--- config.mk ---
export PLATFORM = sky130hd
export DESIGN_NAME = ffba_ram
export DESIGN_NICKNAME = d
export VERILOG_FILES = /design/src/sv/ffba_ram.sv
export SDC_FILE = /design/constraint.sdc
export NUM_CORES = 2
export LEC_CHECK = 0
export BUFFER_PORTS_ARGS = -buffer_cell sky130_fd_sc_hd__buf_2
export CELL_PAD_IN_SITES_DETAIL_PLACEMENT = 1
export CELL_PAD_IN_SITES_GLOBAL_PLACEMENT = 2
export CORE_MARGIN = 10
export CORE_UTILIZATION = 25
export CTS_CLUSTER_DIAMETER = 100
export DETAILED_ROUTE_END_ITERATION = 7
export PLACE_DENSITY_LB_ADDON = 0.1
export SETUP_SLACK_MARGIN = 0.02
export SYNTH_ARGS = -nofsm -noshare
export SYNTH_HDL_FRONTEND = slang
export SYNTH_SLANG_ARGS = --single-unit
--- constraint.sdc ---
create_clock -name clk -period 6.02 [get_ports clk]
set_clock_uncertainty 0.15 [all_clocks]
set_input_delay 1.204 -clock clk [delete_from_list [all_inputs] [get_ports clk]]
set_output_delay 1.204 -clock clk [all_outputs]
set_load 0.05 [all_outputs]
--- src/sv/ffba_ram.sv ---
// ============================================================================
// ffba_ram
// Simple dual-port synchronous RAM: one write port, one read port with
// registered read data.
// ============================================================================
`default_nettype none

module ffba_ram #(
	parameter int WIDTH = 32,
	parameter int DEPTH = 64,
	localparam int AW = (DEPTH > 1) ? $clog2(DEPTH) : 1
) (
	input  wire logic             clk,
	input  wire logic             we,
	input  wire logic [AW-1:0]    waddr,
	input  wire logic [WIDTH-1:0] wdata,
	input  wire logic [AW-1:0]    raddr,
	output logic      [WIDTH-1:0] rdata
);

	logic [WIDTH-1:0] mem_q [DEPTH];
	logic [WIDTH-1:0] rdata_q;

	// Write port.
	always_ff @(posedge clk) begin
		if (we) begin
			mem_q[waddr] <= wdata;
		end
	end

	// Registered read port.
	always_ff @(posedge clk) begin
		rdata_q <= mem_q[raddr];
	end

	assign rdata = rdata_q;

endmodule

`default_nettype wire

==> metrics <==
Core Area=about 0.31 mm²; Area Growth Syn to Fin=18.74%; Initial DRC Count=3211; Pleak=28.55 nW; largest net degree at the start of global routing=69; P per Cell Area=344.3 mW/mm²; grt total ovfl=0; CP Launch Point=raddr[0]; Worst Path Max Fanout=39; cell taking the most area after synthesis=edfxtp_1; slew at the pin with the worst max-slew slack=1.335 ns; Synth top cells by count=edfxtp_1 (2048), mux4_2 (544), nor2_1 (137), mux2i_1 (93), o22ai_1 (84); CTS clock-pin slew for the worst setup and hold paths=0.06 ns; share of layout cells above drive strength 1=a little under a third; Seq/Total Area, Yosys=79.14%; antenna violations before repair=17; Worst path most repeated cell=mux4_2; ys async rst share=0%; TritonCTS clock tree=built; Ys Warns=0; Final nets=between 3000 and 4000; Crit path depth=6; Crit-path slowest cell=buf_4; R2R Path End=rdata[1]; Detail Route Antenna Nets=0; IO Pins=78; DP HPWL=148900 µm; final hold vios=0; Total Wirelength=260900 µm; Crit path max-delay family=buffers and inverters; P_sw=7.191 mW; Area after DPL=0.08562 mm²; commonest register cell after synthesis=edfxtp_1; num rows=205; Bufs and invs on worst path=2; part of the power in registers=50.2%; max incr delay on CP=0.78 ns; via count=36748; GRT Overall Usage=15.04%; drt wl/cell=32.58 µm; Final Critical Period=3.915 ns; TritonRoute pass-1 iters=5; Worst EP arrival=4.49 ns; unrepaired setup endpoints after global routing=false; cell chain of the critical path=buf_8 -> buf_4 -> mux4_2 -> mux4_2 -> o22ai_1 -> nor2_1; root buffer cell=clkbuf_16; internal power=24.91 mW; most common cell in the netlist=edfxtp_1; switching share of total power=22.40%; Die Width=580.4 µm; Final setup viols=0; setup_tns=0 ns; first-pass GRT wire length=around 360000 µm; vias per cell=4.589; Gate power share=around 5.2%; maximum VDD drop=236.7 µV; R2R Path Start=mem_q[30][1]; number of global-route vias before repair=about 40000; outcome=completed; Initial Utilization=25.13%; H-tree levels=4; Finished Cell Area=0.09323 mm²; power share of the clock group=between 40% and 50%; Syn Nets=3370; Die Ht=580.4 µm; Mapped Area=0.07852 mm²; Startpoint Class=input pin; Peak Freq=0.2554 GHz; crit path to=rdata[0]; IO Port Bufs=77; number of enable flip-flop cells after synthesis=2048; hold_buf cts=0; # clock sinks=between 2000 and 2500; worst reg2reg setup slack=3.21 ns; top cells by area, synth=edfxtp_1 (78%), mux4_2 (16%), mux2i_1 (1.2%), dfxtp_1 (0.82%), o22ai_1 (0.67%); Max Cap Violations=0; postcts setup bufs=0; Mapped Cells=around 3300; flops & latches, synth=between 2000 and 2500; HP Class=reg2reg; Setup crit end kind=flip-flop; critical setup path kind=in2reg; final slew viol count=0; synthesized area per cell=23.62 µm²; clk buf depth=4; Worst R2R Path Depth=4; Post-route DRC=0; Unique masters post-synth=34; PostCTS Resize Cnt=0; DIE AREA=about 0.34 mm²; routability-driven placement congestion ratio=0.6877; TritonCTS buffer count=242; top cell type's share of synthesized area=about four fifths; Worst-Skew Late Latency=0.89 ns; Worst slew margin=between 10 and 15%; Tcrit/Tclk final=65.03%; fill count=30950; CP Data Required Time=6.59 ns
==> layout by cell type (no fill, tap or decap), types with 61 or more instances in the layout <==
master / Yosys / final
o22ai_1: 84 / 84
mux4_2: 544 / 544
clkbuf_1: 74 / 61
clkbuf_16: 0 / 244
mux2i_1: 93 / 93
buf_4: 25 / 167
edfxtp_1: 2048 / 2048
buf_2: 57 / 73
nor2_4: 0 / 62
a21oi_1: 62 / 62
nor2_1: 137 / 75
==> power groups by stage <==
stage | Combinational, mW | Sequential, mW | Clock (mW)
2_1_floorplan | 0.780 | 16.5 | 0
3_3_place_gp | 1.74 | 16.4 | 0
3_5_place_dp | 1.74 | 16.4 | 0
4_1_cts | 1.74 | 16.1 | 14.8
5_1_grt | 1.79 | 16.1 | 15.4
6_report | 1.66 | 16.1 | 14.3
==> worst min path at each step <==
stage	startpoint	endpoint	slack, ns	cells after the start
2_1_floorplan	mem_q[12][17]	rdata[17]	0.51	4
3_3_place_gp	mem_q[28][20]	rdata[20]	0.62	4
3_5_place_dp	mem_q[29][20]	rdata[20]	0.63	4
4_1_cts	mem_q[29][20]	rdata[20]	0.64	4
5_1_grt	mem_q[29][20]	rdata[20]	0.73	4
6_report	mem_q[29][20]	rdata[20]	0.64	4
==> cell families after synthesis <==
logic type / synth area share, %
DFF: 79.14
and+or+nand+nor: 1.265
AOI/OAI and AO/OA: 1.673
buffers and inverters: 1.128
muxes: 16.79
==> per-stage QoR <==
stage | total power, mW | hold slack [ns] | std cells | worst slack [ns] | util, %
3_3_place_gp | 18.18 | 0.6227 | 7558 | 0.8839 | 27.41
4_1_cts | 32.68 | 0.6416 | 8002 | 1.911 | 29.84
3_5_place_dp | 18.18 | 0.6302 | 7558 | 0.9069 | 27.41
5_1_grt | 33.28 | 0.7268 | 8004 | 1.939 | 29.84
6_report | 32.10 | 0.6355 | 8007 | 2.105 | 29.84
2_1_floorplan | 17.26 | 0.5132 | 3324 | 1.506 | -
==> tightest hold or removal path, delay by kind of cell (launching register included) <==
family	cells	cell delay [ns]
compound gates	1	0.09
flops	1	0.32
mux	1	0.07
simple gates	2	0.26
==> sequential cells by signal, summed over array words and instances (netlist names) <==
name,cells
mem_q,2048
rdata,32
==> metal layers <==
layer  part of all wire, %  track usage [%]  vias up
met5                 0.012                0        -
met4                   2.1            3.545        4
met3                   3.8            2.102      324
met2                    48            24.84      771
met1                    46            20.97    20654
li1                      -                -    14995
==> area by class of cell <==
| type | count | area, µm² | share of cell area [%] |
|---|---|---|---|
| tap | 4140 | 5180 | 5.556 |
| multi-input combinational | 1062 | 15980 | 17.14 |
| sequential | 2080 | 62140 | 66.65 |
| antenna | 5 | 12.51 | 0.01342 |
| timing repair buffer | 276 | 2316 | 2.484 |
| clock inverter | 131 | 1152 | 1.236 |
| clock buffer | 313 | 6445 | 6.913 |
No activity file was read; power rests on OpenSTA's default activity.
